File: config.mk
export PLATFORM = sky130hd
export DESIGN_NAME = im2col_patch_address_generator
export DESIGN_NICKNAME = d
export VERILOG_FILES = /design/src/hdl/im2col_pkg.sv /design/src/hdl/im2col_div.sv /design/src/hdl/im2col_dp.sv /design/src/hdl/im2col_ctrl.sv /design/src/hdl/im2col_patch_address_generator.sv
export SDC_FILE = /design/constraint.sdc
export NUM_CORES = 1
export LEC_CHECK = 0
export ABC_AREA = 1
export BUFFER_PORTS_ARGS = -buffer_cell sky130_fd_sc_hd__clkbuf_2
export CORE_MARGIN = 3
export CORE_UTILIZATION = 48
export DETAILED_ROUTE_END_ITERATION = 8
export HOLD_SLACK_MARGIN = 0.03
export PLACE_DENSITY = 0.61
export SYNTH_ARGS = -nofsm -noshare
export SYNTH_HDL_FRONTEND = slang
export SYNTH_SLANG_ARGS = --single-unit
File: constraint.sdc
create_clock -name clk -period 6.6 [get_ports clk]
set_input_delay 1.32 -clock clk [delete_from_list [all_inputs] [get_ports clk]]
set_output_delay 1.32 -clock clk [all_outputs]
set_load 0.005 [all_outputs]
File: src/hdl/im2col_pkg.sv
// ----------------------------------------------------------------------------
// im2col_pkg
// Shared types and constants of the im2col address generator: register
// indexes and widths, field widths, and the controller/datapath interface.
// ----------------------------------------------------------------------------
package im2col_pkg;

    localparam int CFG_INDEX_W = 3;
    localparam int CFG_DATA_W  = 16;
    localparam int DIM_REG_W   = 11;
    localparam int WIN_REG_W   = 5;
    localparam int STEP_W      = 5;
    localparam int PAD_W       = 4;
    localparam int MAX_STEP    = 16;

    localparam int ADDR_W = 30;
    localparam int KOFF_W = 4;
    localparam int IDX_W  = 10;

    localparam logic [CFG_INDEX_W-1:0] REG_IMAGE_WIDTH   = 3'd0;
    localparam logic [CFG_INDEX_W-1:0] REG_IMAGE_HEIGHT  = 3'd1;
    localparam logic [CFG_INDEX_W-1:0] REG_CHANNELS      = 3'd2;
    localparam logic [CFG_INDEX_W-1:0] REG_WINDOW_WIDTH  = 3'd3;
    localparam logic [CFG_INDEX_W-1:0] REG_WINDOW_HEIGHT = 3'd4;
    localparam logic [CFG_INDEX_W-1:0] REG_STEP_X        = 3'd5;
    localparam logic [CFG_INDEX_W-1:0] REG_STEP_Y        = 3'd6;
    localparam logic [CFG_INDEX_W-1:0] REG_PADDING       = 3'd7;

    localparam logic AXIS_X = 1'b0;
    localparam logic AXIS_Y = 1'b1;

    typedef struct packed {
        logic div_start;
        logic div_sel;
        logic load_npx;
        logic load_npy;
        logic run;
    } im2col_cmd_t;

    typedef struct packed {
        logic div_done;
        logic cfg_hit;
    } im2col_status_t;

endpackage

File: src/hdl/im2col_div.sv
// ----------------------------------------------------------------------------
// im2col_div
// Bit-serial restoring divider, one quotient bit per clock. Used to work out
// the patch count of each axis from the padded span and the stride.
// ----------------------------------------------------------------------------
module im2col_div
    import im2col_pkg::*;
#(
    parameter int NUM_W = 11
)
(
    input  logic             clk,
    input  logic             rst_n,
    input  logic             start,
    input  logic [NUM_W-1:0] numer,
    input  logic [STEP_W-1:0] denom,
    output logic [NUM_W-1:0] quotient,
    output logic             done
);

    localparam int CNT_W = $clog2(NUM_W + 1);

    logic              busy_reg;
    logic [CNT_W-1:0]  cnt_reg;
    logic              done_reg;
    logic [STEP_W-1:0] den_reg;
    logic [STEP_W-1:0] rem_reg;
    logic [NUM_W-1:0]  quo_reg;
    logic [STEP_W:0]   shifted;
    logic [STEP_W:0]   trial;

    assign shifted  = {rem_reg, quo_reg[NUM_W-1]};
    assign trial    = shifted - {1'b0, den_reg};
    assign quotient = quo_reg;
    assign done     = done_reg;

    always_ff @(posedge clk or negedge rst_n)
    begin
        if (!rst_n)
        begin
            busy_reg <= 1'b0;
            cnt_reg  <= '0;
            done_reg <= 1'b0;
        end
        else
        begin
            // a new start drops any division still running
            done_reg <= !start && busy_reg && (cnt_reg == CNT_W'(1));
            if (start)
            begin
                busy_reg <= 1'b1;
                cnt_reg  <= CNT_W'(NUM_W);
            end
            else if (busy_reg)
            begin
                cnt_reg <= cnt_reg - CNT_W'(1);
                if (cnt_reg == CNT_W'(1))
                begin
                    busy_reg <= 1'b0;
                end
            end
        end
    end

    always_ff @(posedge clk)
    begin
        if (start)
        begin
            den_reg <= denom;
            rem_reg <= '0;
            quo_reg <= numer;
        end
        else if (busy_reg)
        begin
            if (shifted >= {1'b0, den_reg})
            begin
                rem_reg <= trial[STEP_W-1:0];
                quo_reg <= {quo_reg[NUM_W-2:0], 1'b1};
            end
            else
            begin
                rem_reg <= shifted[STEP_W-1:0];
                quo_reg <= {quo_reg[NUM_W-2:0], 1'b0};
            end
        end
    end

endmodule

File: src/hdl/im2col_dp.sv
// ----------------------------------------------------------------------------
// im2col_dp
// Datapath: configuration registers, patch count setup, the nested element
// counters with running base offsets, and a two-stage address pipeline.
// ----------------------------------------------------------------------------
module im2col_dp
    import im2col_pkg::*;
#(
    parameter int MAX_DIM      = 1024,
    parameter int MAX_CHANNELS = 1024,
    parameter int MAX_WINDOW   = 16
)
(
    input  logic                   clk,
    input  logic                   rst_n,
    input  im2col_cmd_t            cmd,
    output im2col_status_t         status,
    input  logic                   cfg_we,
    input  logic [CFG_INDEX_W-1:0] cfg_index,
    input  logic [CFG_DATA_W-1:0]  cfg_data,
    input  logic                   in_valid,
    output logic                   in_stall,
    input  logic                   restart,
    output logic                   out_valid,
    input  logic                   out_stall,
    output logic [ADDR_W-1:0]      source_address,
    output logic                   is_padding,
    output logic [KOFF_W-1:0]      kernel_col,
    output logic [KOFF_W-1:0]      kernel_row,
    output logic [IDX_W-1:0]       channel_index,
    output logic [IDX_W-1:0]       patch_col,
    output logic [IDX_W-1:0]       patch_row,
    output logic                   last,
    output logic                   geometry_error
);

    localparam int DW  = $clog2(MAX_DIM + 1);
    localparam int PW  = $clog2(MAX_DIM);
    localparam int CCW = $clog2(MAX_CHANNELS + 1);
    localparam int CW  = (MAX_CHANNELS > 1) ? $clog2(MAX_CHANNELS) : 1;
    localparam int WW  = $clog2(MAX_WINDOW + 1);
    localparam int KW  = (MAX_WINDOW > 1) ? $clog2(MAX_WINDOW) : 1;
    localparam int SW  = $clog2(MAX_DIM + 31);
    localparam int GW  = (SW > WW) ? SW : WW;
    localparam int XBW = $clog2(MAX_DIM * MAX_STEP);
    localparam int XW  = XBW + 2;
    localparam int RBW = $clog2(MAX_CHANNELS * MAX_DIM);
    localparam int AW  = RBW + DW;

    // configuration registers
    logic [DIM_REG_W-1:0] image_width_reg, image_height_reg, channels_reg;
    logic [WIN_REG_W-1:0] window_width_reg, window_height_reg;
    logic [WIN_REG_W-1:0] step_x_reg, step_y_reg;
    logic [CFG_DATA_W-1:0] padding_reg;

    // effective geometry
    logic [DW-1:0]     w_c, h_c;
    logic [CCW-1:0]    c_c;
    logic [WW-1:0]     ww_c, wh_c;
    logic [STEP_W-1:0] sx_c, sy_c;
    logic [PAD_W-1:0]  pl, pr, pt, pb;
    logic [GW-1:0]     span_x, span_y;
    logic              geo_now;

    logic [GW-1:0]     div_numer;
    logic [STEP_W-1:0] div_denom;
    logic [GW-1:0]     div_quotient;
    logic              div_done;
    logic [DW-1:0]     np_sat;

    logic [DW-1:0] npx_reg, npy_reg;
    logic          geo_reg;

    // element counters and running bases
    logic [PW-1:0]  pc_reg, pr_reg, pc_cur, pr_cur, pc_next, pr_next;
    logic [KW-1:0]  kc_reg, kr_reg, kc_cur, kr_cur, kc_next, kr_next;
    logic [CW-1:0]  ch_reg, ch_cur, ch_next;
    logic [XBW-1:0] xb_reg, yb_reg, xb_cur, yb_cur, xb_next, yb_next;
    logic [RBW-1:0] cb_reg, cb_cur, cb_next;
    logic           pc_wrap, pr_wrap, kc_wrap, kr_wrap, ch_wrap;

    logic signed [XW-1:0] x_s, y_s;
    logic                 pad_now;
    logic [RBW-1:0]       rowbase_now;

    logic accept, adv;

    // pipeline registers
    logic              s1_valid_reg, out_valid_reg;
    logic [RBW-1:0]    s1_rowbase_reg;
    logic [DW-1:0]     s1_x_reg;
    logic              s1_pad_reg, s1_last_reg, s1_geo_reg;
    logic [KOFF_W-1:0] s1_kc_reg, s1_kr_reg;
    logic [IDX_W-1:0]  s1_ch_reg, s1_pc_reg, s1_pr_reg;
    logic [ADDR_W-1:0] addr_out_reg;
    logic              pad_out_reg, last_out_reg, geo_out_reg;
    logic [KOFF_W-1:0] kc_out_reg, kr_out_reg;
    logic [IDX_W-1:0]  ch_out_reg, pc_out_reg, pr_out_reg;
    logic [AW-1:0]     addr_full;

    always_ff @(posedge clk or negedge rst_n)
    begin
        if (!rst_n)
        begin
            image_width_reg   <= DIM_REG_W'(1);
            image_height_reg  <= DIM_REG_W'(1);
            channels_reg      <= DIM_REG_W'(1);
            window_width_reg  <= WIN_REG_W'(1);
            window_height_reg <= WIN_REG_W'(1);
            step_x_reg        <= WIN_REG_W'(1);
            step_y_reg        <= WIN_REG_W'(1);
            padding_reg       <= '0;
        end
        else if (cfg_we)
        begin
            unique case (cfg_index)
                REG_IMAGE_WIDTH:   image_width_reg   <= cfg_data[DIM_REG_W-1:0];
                REG_IMAGE_HEIGHT:  image_height_reg  <= cfg_data[DIM_REG_W-1:0];
                REG_CHANNELS:      channels_reg      <= cfg_data[DIM_REG_W-1:0];
                REG_WINDOW_WIDTH:  window_width_reg  <= cfg_data[WIN_REG_W-1:0];
                REG_WINDOW_HEIGHT: window_height_reg <= cfg_data[WIN_REG_W-1:0];
                REG_STEP_X:        step_x_reg        <= cfg_data[WIN_REG_W-1:0];
                REG_STEP_Y:        step_y_reg        <= cfg_data[WIN_REG_W-1:0];
                REG_PADDING:       padding_reg       <= cfg_data;
            endcase
        end
    end

    // zero reads as one, large values saturate
    always_comb
    begin
        w_c = (image_width_reg == '0) ? DW'(1) :
              (32'(image_width_reg) > MAX_DIM) ? DW'(MAX_DIM) : DW'(image_width_reg);
        h_c = (image_height_reg == '0) ? DW'(1) :
              (32'(image_height_reg) > MAX_DIM) ? DW'(MAX_DIM) : DW'(image_height_reg);
        c_c = (channels_reg == '0) ? CCW'(1) :
              (32'(channels_reg) > MAX_CHANNELS) ? CCW'(MAX_CHANNELS) : CCW'(channels_reg);
        ww_c = (window_width_reg == '0) ? WW'(1) :
               (32'(window_width_reg) > MAX_WINDOW) ? WW'(MAX_WINDOW) : WW'(window_width_reg);
        wh_c = (window_height_reg == '0) ? WW'(1) :
               (32'(window_height_reg) > MAX_WINDOW) ? WW'(MAX_WINDOW) : WW'(window_height_reg);
        sx_c = (step_x_reg == '0) ? STEP_W'(1) :
               (32'(step_x_reg) > MAX_STEP) ? STEP_W'(MAX_STEP) : step_x_reg;
        sy_c = (step_y_reg == '0) ? STEP_W'(1) :
               (32'(step_y_reg) > MAX_STEP) ? STEP_W'(MAX_STEP) : step_y_reg;
        pl = padding_reg[3:0];
        pr = padding_reg[7:4];
        pt = padding_reg[11:8];
        pb = padding_reg[15:12];
        span_x  = GW'(w_c) + GW'(pl) + GW'(pr);
        span_y  = GW'(h_c) + GW'(pt) + GW'(pb);
        geo_now = (span_x < GW'(ww_c)) || (span_y < GW'(wh_c));
        div_numer = (cmd.div_sel == AXIS_Y) ? (span_y - GW'(wh_c)) : (span_x - GW'(ww_c));
        div_denom = (cmd.div_sel == AXIS_Y) ? sy_c : sx_c;
        np_sat = (32'(div_quotient) >= MAX_DIM) ? DW'(MAX_DIM) :
                 DW'(32'(div_quotient) + 32'd1);
    end

    im2col_div #(
        .NUM_W (GW)
    ) u_div (
        .clk      (clk),
        .rst_n    (rst_n),
        .start    (cmd.div_start),
        .numer    (div_numer),
        .denom    (div_denom),
        .quotient (div_quotient),
        .done     (div_done)
    );

    assign status.div_done = div_done;
    assign status.cfg_hit  = cfg_we;

    always_ff @(posedge clk or negedge rst_n)
    begin
        if (!rst_n)
        begin
            npx_reg <= DW'(1);
            npy_reg <= DW'(1);
            geo_reg <= 1'b0;
        end
        else
        begin
            if (cmd.load_npx)
            begin
                npx_reg <= np_sat;
            end
            if (cmd.load_npy)
            begin
                npy_reg <= np_sat;
                geo_reg <= geo_now;
            end
        end
    end

    // handshake
    assign adv      = !out_valid_reg || !out_stall;
    assign in_stall = !(cmd.run && adv);
    assign accept   = in_valid && !in_stall;

    // counter advance, patch column fastest
    always_comb
    begin
        pc_cur = restart ? '0 : pc_reg;
        pr_cur = restart ? '0 : pr_reg;
        kc_cur = restart ? '0 : kc_reg;
        kr_cur = restart ? '0 : kr_reg;
        ch_cur = restart ? '0 : ch_reg;
        xb_cur = restart ? '0 : xb_reg;
        yb_cur = restart ? '0 : yb_reg;
        cb_cur = restart ? '0 : cb_reg;

        pc_wrap = (32'(pc_cur) + 32'd1) >= 32'(npx_reg);
        pr_wrap = (32'(pr_cur) + 32'd1) >= 32'(npy_reg);
        kc_wrap = (32'(kc_cur) + 32'd1) >= 32'(ww_c);
        kr_wrap = (32'(kr_cur) + 32'd1) >= 32'(wh_c);
        ch_wrap = (32'(ch_cur) + 32'd1) >= 32'(c_c);

        pc_next = pc_wrap ? '0 : pc_cur + PW'(1);
        xb_next = pc_wrap ? '0 : xb_cur + XBW'(sx_c);
        pr_next = pr_cur;
        yb_next = yb_cur;
        kc_next = kc_cur;
        kr_next = kr_cur;
        ch_next = ch_cur;
        cb_next = cb_cur;
        if (pc_wrap)
        begin
            pr_next = pr_wrap ? '0 : pr_cur + PW'(1);
            yb_next = pr_wrap ? '0 : yb_cur + XBW'(sy_c);
            if (pr_wrap)
            begin
                kc_next = kc_wrap ? '0 : kc_cur + KW'(1);
                if (kc_wrap)
                begin
                    kr_next = kr_wrap ? '0 : kr_cur + KW'(1);
                    if (kr_wrap)
                    begin
                        ch_next = ch_wrap ? '0 : ch_cur + CW'(1);
                        cb_next = ch_wrap ? '0 : cb_cur + RBW'(h_c);
                    end
                end
            end
        end

        x_s = $signed(XW'(xb_cur)) + $signed(XW'(kc_cur)) - $signed(XW'(pl));
        y_s = $signed(XW'(yb_cur)) + $signed(XW'(kr_cur)) - $signed(XW'(pt));
        pad_now = (x_s < 0) || (y_s < 0) ||
                  (x_s >= $signed(XW'(w_c))) || (y_s >= $signed(XW'(h_c)));
        rowbase_now = cb_cur + RBW'($unsigned(y_s));
    end

    always_ff @(posedge clk or negedge rst_n)
    begin
        if (!rst_n)
        begin
            pc_reg <= '0;
            pr_reg <= '0;
            kc_reg <= '0;
            kr_reg <= '0;
            ch_reg <= '0;
            xb_reg <= '0;
            yb_reg <= '0;
            cb_reg <= '0;
        end
        else if (cfg_we || (accept && geo_reg))
        begin
            pc_reg <= '0;
            pr_reg <= '0;
            kc_reg <= '0;
            kr_reg <= '0;
            ch_reg <= '0;
            xb_reg <= '0;
            yb_reg <= '0;
            cb_reg <= '0;
        end
        else if (accept)
        begin
            pc_reg <= pc_next;
            pr_reg <= pr_next;
            kc_reg <= kc_next;
            kr_reg <= kr_next;
            ch_reg <= ch_next;
            xb_reg <= xb_next;
            yb_reg <= yb_next;
            cb_reg <= cb_next;
        end
    end

    always_ff @(posedge clk or negedge rst_n)
    begin
        if (!rst_n)
        begin
            s1_valid_reg  <= 1'b0;
            out_valid_reg <= 1'b0;
        end
        else if (adv)
        begin
            s1_valid_reg  <= accept;
            out_valid_reg <= s1_valid_reg;
        end
    end

    // stage 1: position, padding test, row base
    always_ff @(posedge clk)
    begin
        if (adv)
        begin
            if (geo_reg)
            begin
                s1_rowbase_reg <= '0;
                s1_x_reg       <= '0;
                s1_pad_reg     <= 1'b0;
                s1_last_reg    <= 1'b1;
                s1_geo_reg     <= 1'b1;
                s1_kc_reg      <= '0;
                s1_kr_reg      <= '0;
                s1_ch_reg      <= '0;
                s1_pc_reg      <= '0;
                s1_pr_reg      <= '0;
            end
            else
            begin
                s1_rowbase_reg <= rowbase_now;
                s1_x_reg       <= DW'($unsigned(x_s));
                s1_pad_reg     <= pad_now;
                s1_last_reg    <= pc_wrap && pr_wrap && kc_wrap && kr_wrap && ch_wrap;
                s1_geo_reg     <= 1'b0;
                s1_kc_reg      <= KOFF_W'(kc_cur);
                s1_kr_reg      <= KOFF_W'(kr_cur);
                s1_ch_reg      <= IDX_W'(ch_cur);
                s1_pc_reg      <= IDX_W'(pc_cur);
                s1_pr_reg      <= IDX_W'(pr_cur);
            end
        end
    end

    // stage 2: (channel*H + y)*W + x
    assign addr_full = AW'(s1_rowbase_reg) * AW'(w_c) + AW'(s1_x_reg);

    always_ff @(posedge clk)
    begin
        if (adv)
        begin
            addr_out_reg <= s1_pad_reg ? '0 : ADDR_W'(addr_full);
            pad_out_reg  <= s1_pad_reg;
            last_out_reg <= s1_last_reg;
            geo_out_reg  <= s1_geo_reg;
            kc_out_reg   <= s1_kc_reg;
            kr_out_reg   <= s1_kr_reg;
            ch_out_reg   <= s1_ch_reg;
            pc_out_reg   <= s1_pc_reg;
            pr_out_reg   <= s1_pr_reg;
        end
    end

    assign out_valid      = out_valid_reg;
    assign source_address = addr_out_reg;
    assign is_padding     = pad_out_reg;
    assign kernel_col     = kc_out_reg;
    assign kernel_row     = kr_out_reg;
    assign channel_index  = ch_out_reg;
    assign patch_col      = pc_out_reg;
    assign patch_row      = pr_out_reg;
    assign last           = last_out_reg;
    assign geometry_error = geo_out_reg;

endmodule

File: src/hdl/im2col_ctrl.sv
// ----------------------------------------------------------------------------
// im2col_ctrl
// Controller: after reset and every register write, runs the patch count
// setup for the x and then the y axis, then lets requests stream.
// ----------------------------------------------------------------------------
module im2col_ctrl
    import im2col_pkg::*;
(
    input  logic           clk,
    input  logic           rst_n,
    input  im2col_status_t status,
    output im2col_cmd_t    cmd
);

    localparam logic [2:0] ST_DIV_X  = 3'd0;
    localparam logic [2:0] ST_WAIT_X = 3'd1;
    localparam logic [2:0] ST_DIV_Y  = 3'd2;
    localparam logic [2:0] ST_WAIT_Y = 3'd3;
    localparam logic [2:0] ST_RUN    = 3'd4;

    logic [2:0] state_reg, state_next;

    always_comb
    begin
        state_next    = state_reg;
        cmd.div_start = 1'b0;
        cmd.div_sel   = AXIS_X;
        cmd.load_npx  = 1'b0;
        cmd.load_npy  = 1'b0;
        cmd.run       = 1'b0;
        unique case (state_reg)
            ST_DIV_X:
            begin
                cmd.div_start = 1'b1;
                state_next    = ST_WAIT_X;
            end
            ST_WAIT_X:
            begin
                if (status.div_done)
                begin
                    cmd.load_npx = 1'b1;
                    state_next   = ST_DIV_Y;
                end
            end
            ST_DIV_Y:
            begin
                cmd.div_sel   = AXIS_Y;
                cmd.div_start = 1'b1;
                state_next    = ST_WAIT_Y;
            end
            ST_WAIT_Y:
            begin
                cmd.div_sel = AXIS_Y;
                if (status.div_done)
                begin
                    cmd.load_npy = 1'b1;
                    state_next   = ST_RUN;
                end
            end
            ST_RUN:
            begin
                cmd.run = 1'b1;
            end
            default:
            begin
                state_next = ST_DIV_X;
            end
        endcase
        if (status.cfg_hit)
        begin
            state_next = ST_DIV_X;
        end
    end

    always_ff @(posedge clk or negedge rst_n)
    begin
        if (!rst_n)
        begin
            state_reg <= ST_DIV_X;
        end
        else
        begin
            state_reg <= state_next;
        end
    end

endmodule

File: src/hdl/im2col_patch_address_generator.sv
// ----------------------------------------------------------------------------
// im2col_patch_address_generator
// Streams im2col element addresses of a padded, strided convolution.
// ----------------------------------------------------------------------------
// Each accepted request yields one element of the stacked matrix: its linear
// source address in the channel-major image, a padding flag, its coordinates
// and a last flag. Once set up, the block takes one request per clock while
// the output does not stall and delivers each result through the stage-1 and
// output registers; a stall on the output holds the whole two-stage address
// pipeline. After reset and after every register write, a setup pass, during
// which in_stall stays high, works out the patch counts of both axes with a
// bit-serial divider, one quotient bit per clock. Register writes are taken
// at any time.
// ----------------------------------------------------------------------------
module im2col_patch_address_generator
    import im2col_pkg::*;
#(
    parameter int MAX_DIM      = 1024,
    parameter int MAX_CHANNELS = 1024,
    parameter int MAX_WINDOW   = 16
)
(
    input  logic                   clk,
    input  logic                   rst_n,
    input  logic                   cfg_we,
    input  logic [CFG_INDEX_W-1:0] cfg_index,
    input  logic [CFG_DATA_W-1:0]  cfg_data,
    input  logic                   in_valid,
    output logic                   in_stall,
    input  logic                   restart,
    output logic                   out_valid,
    input  logic                   out_stall,
    output logic [ADDR_W-1:0]      source_address,
    output logic                   is_padding,
    output logic [KOFF_W-1:0]      kernel_col,
    output logic [KOFF_W-1:0]      kernel_row,
    output logic [IDX_W-1:0]       channel_index,
    output logic [IDX_W-1:0]       patch_col,
    output logic [IDX_W-1:0]       patch_row,
    output logic                   last,
    output logic                   geometry_error
);

    im2col_cmd_t    cmd;
    im2col_status_t status;

    im2col_ctrl u_ctrl (
        .clk    (clk),
        .rst_n  (rst_n),
        .status (status),
        .cmd    (cmd)
    );

    im2col_dp #(
        .MAX_DIM      (MAX_DIM),
        .MAX_CHANNELS (MAX_CHANNELS),
        .MAX_WINDOW   (MAX_WINDOW)
    ) u_dp (
        .clk            (clk),
        .rst_n          (rst_n),
        .cmd            (cmd),
        .status         (status),
        .cfg_we         (cfg_we),
        .cfg_index      (cfg_index),
        .cfg_data       (cfg_data),
        .in_valid       (in_valid),
        .in_stall       (in_stall),
        .restart        (restart),
        .out_valid      (out_valid),
        .out_stall      (out_stall),
        .source_address (source_address),
        .is_padding     (is_padding),
        .kernel_col     (kernel_col),
        .kernel_row     (kernel_row),
        .channel_index  (channel_index),
        .patch_col      (patch_col),
        .patch_row      (patch_row),
        .last           (last),
        .geometry_error (geometry_error)
    );

endmodule
==> run metrics <==
f_max about 160 MHz; post-layout min period 6.25 ns; initial antenna violation count 0; Mapped Area 0.0291 mm^2; Clock transition at path regs ~0.06 ns; Total Wirelength 79,200 um; synth warn 0; leakage 16.5 nW; Top-Level Pins 98; CTS H-Tree Depth 2; Worst-Skew Late Latency about 0.60 ns; Largest register FFs 30; TritonRoute pass-1 iters 5; nature of the critical path endpoint register; Slew HR 0.308; worst-path fanout max 16; Worst Hold Slack 0.413 ns; #FFs+latches synth 353; # rows 89; vias in the first global route 22,700; final net count 4,144; Post-DP HPWL approximately 62,000 um; Seq/Total Area, Yosys 0.331; Via density 5.25; Antenna Nets Post-Route 0; GRT overflow 0; Power Dens Cells 482 mW/mm^2; CTS max path bufs 3; share of final-layout standard cells stronger than drive strength 1 0.0743; commonest non-fill, non-tap cells in the layout inv_1 (714), nand2_1 (650), nor2_1 (381), ha_1 (257), o21ai_0 (256); Hold Crit Class register to register; Pwr Total between 0.015 and 0.02 W; global-route wire length before repair 126,000 um; detailed-route via count ~23,000; EDFF count, synth 159; 1st-iter DRT viols 1,737; outcome finished, final reports clean; Synth top area share 0.164; crit share post-route 0.947; Hold Crit Start u_dp.s1_geo_reg; Post-Route Skew 0.0202 ns; ys async rst share 0.535; Core ar. 0.0595 mm^2; Die Span X 252 um; crit path kind register to register; dominant cell type by area after synthesis edfxtp_1; TritonCTS Buffers between 40 and 50; gpl congestion 0.937; CP Data Arrival Time between 6 and 7 ns; Area Growth Syn to Fin 9.79%; crit start category register; library cells used by synthesis 62; CTS tree yes; R2R Path Start u_dp.image_width_reg[7]; largest net degree at the start of global routing between 100 and 150; Residual DRC 0; Mean Syn Cell Area 8.17 um^2; CTS root buf clkbuf_16; total track usage 0.253; syn nets 4,038; Initial Util 0.489; Final Max Slew Viols 0; Worst path max stage delay 0.55 ns; Clock Sinks 353; worst IR drop on VDD just over 1 mV; RSZ-0062 raised after global routing no; number of diodes 0; Max Cap Viol 0; Mapped Cells 3,560; Die H 252 um; die footprint 0.0636 mm^2; final hold violation count 0; Sum Neg Setup Slack 0 ns; Least-Margin Pin Slew 1.03 ns; final-report setup violation count 0; commonest non-fill, non-tap cell in the layout inv_1; highest-delay cell along the critical path fa_1; Filler cells around 5,700; CTS Hold Bufs 0; Main synth FF type dfrtp_1; WP data required 6.94 ns; per-cell routed wire length 17.7 um; top cells by area, synth edfxtp_1 (16%), dfrtp_1 (15%), fa_1 (13%); IO Port Bufs 97; CP Launch Point u_dp.image_width_reg[7]
-- Yosys cell counts (12+ instances only) --
library cell,instances
nand3_1,115
nand2_1,652
a21o_1,17
a21oi_1,183
nor2_1,382
o22ai_1,54
ha_1,257
o21ai_0,257
o21a_1,13
nor3_1,38
xor2_1,58
fa_1,196
nand2_2,12
dfrtp_1,180
xnor2_1,25
inv_1,714
buf_1,12
nand4_1,26
buf_2,15
clkbuf_1,49
edfxtp_1,159
-- power breakdown --
group | switching, W | internal, W
clock network | 0.00101 | 0.00125
registers | 0.000200 | 0.00251
logic | 0.00675 | 0.00367
-- critical path: cells and delay by family, from the launching register on --
kind | cells | cell delay (ns)
buffers and inverters | 7 | 0.54
AOI/OAI and AO/OA | 5 | 0.80
adders and majority gates | 6 | 2.98
DFF | 1 | 0.41
and+or+nand+nor | 10 | 1.25
-- routing by layer --
layer,part of all wire,routed length (um),GRT usage
met5,0,0,0
met4,0.024,1890,0.0643
met3,0.065,5130,0.0384
met2,0.45,35600,0.405
met1,0.46,36600,0.363
-- path summary, 6_finish.rpt --
kind                                            end  slack [ns]  depth (start not counted)
setup / recovery            u_dp.source_address[26]        0.35                         28
min in group asynchronous  u_dp.image_height_reg[1]        0.71                          1
hold reg to reg                 u_dp.geometry_error        0.41                          0
setup reg to reg            u_dp.source_address[26]        0.35                         28
hold / removal                  u_dp.geometry_error        0.41                          0
max in group asynchronous     u_dp.u_div.cnt_reg[1]        4.76                          2
-- area by class of cell --
type	count	area (um^2)	share of cell area
Multi-Input combinational cell	2399	16400	0.515
Sequential cell	353	9620	0.301
Inverter	727	2730	0.0855
Clock buffer	59	1170	0.0365
Tap cell	773	967	0.0303
Timing Repair Buffer	142	845	0.0264
Clock inverter	21	170	0.00533
-- what timing repair did --
action                     in CTS  in global routing
buffers inserted                0                  2
hold endpoints to repair        0                  0
setup endpoints to repair       0                  8
resized for setup               0                  7
-- stage by stage --
stage | utilization | setup WS, ns | std cells | cell area (um^2)
after CTS | 0.536 | 0.299 | 4472 | 31900
after global routing | 0.537 | 0.0145 | 4474 | 31900
after detailed placement | 0.514 | 0.304 | 4392 | 30600
after global placement | 0.514 | 0.329 | 4392 | 30600
after floorplan | - | 0.618 | 3560 | 29100
final | 0.537 | 0.353 | 4474 | 31900
-- cell families (layout without fill, tap and decap cells) --
group	after synthesis	count (layout)	synth area share
compound gates	592	592	0.113
xor+xnor	83	83	0.0250
fa+ha+maj	453	453	0.245
buf+inv	808	949	0.106
flops	353	353	0.331
mux	4	4	0.00155
simple gates	1267	1267	0.179
(Power assumes the default switching activity.)
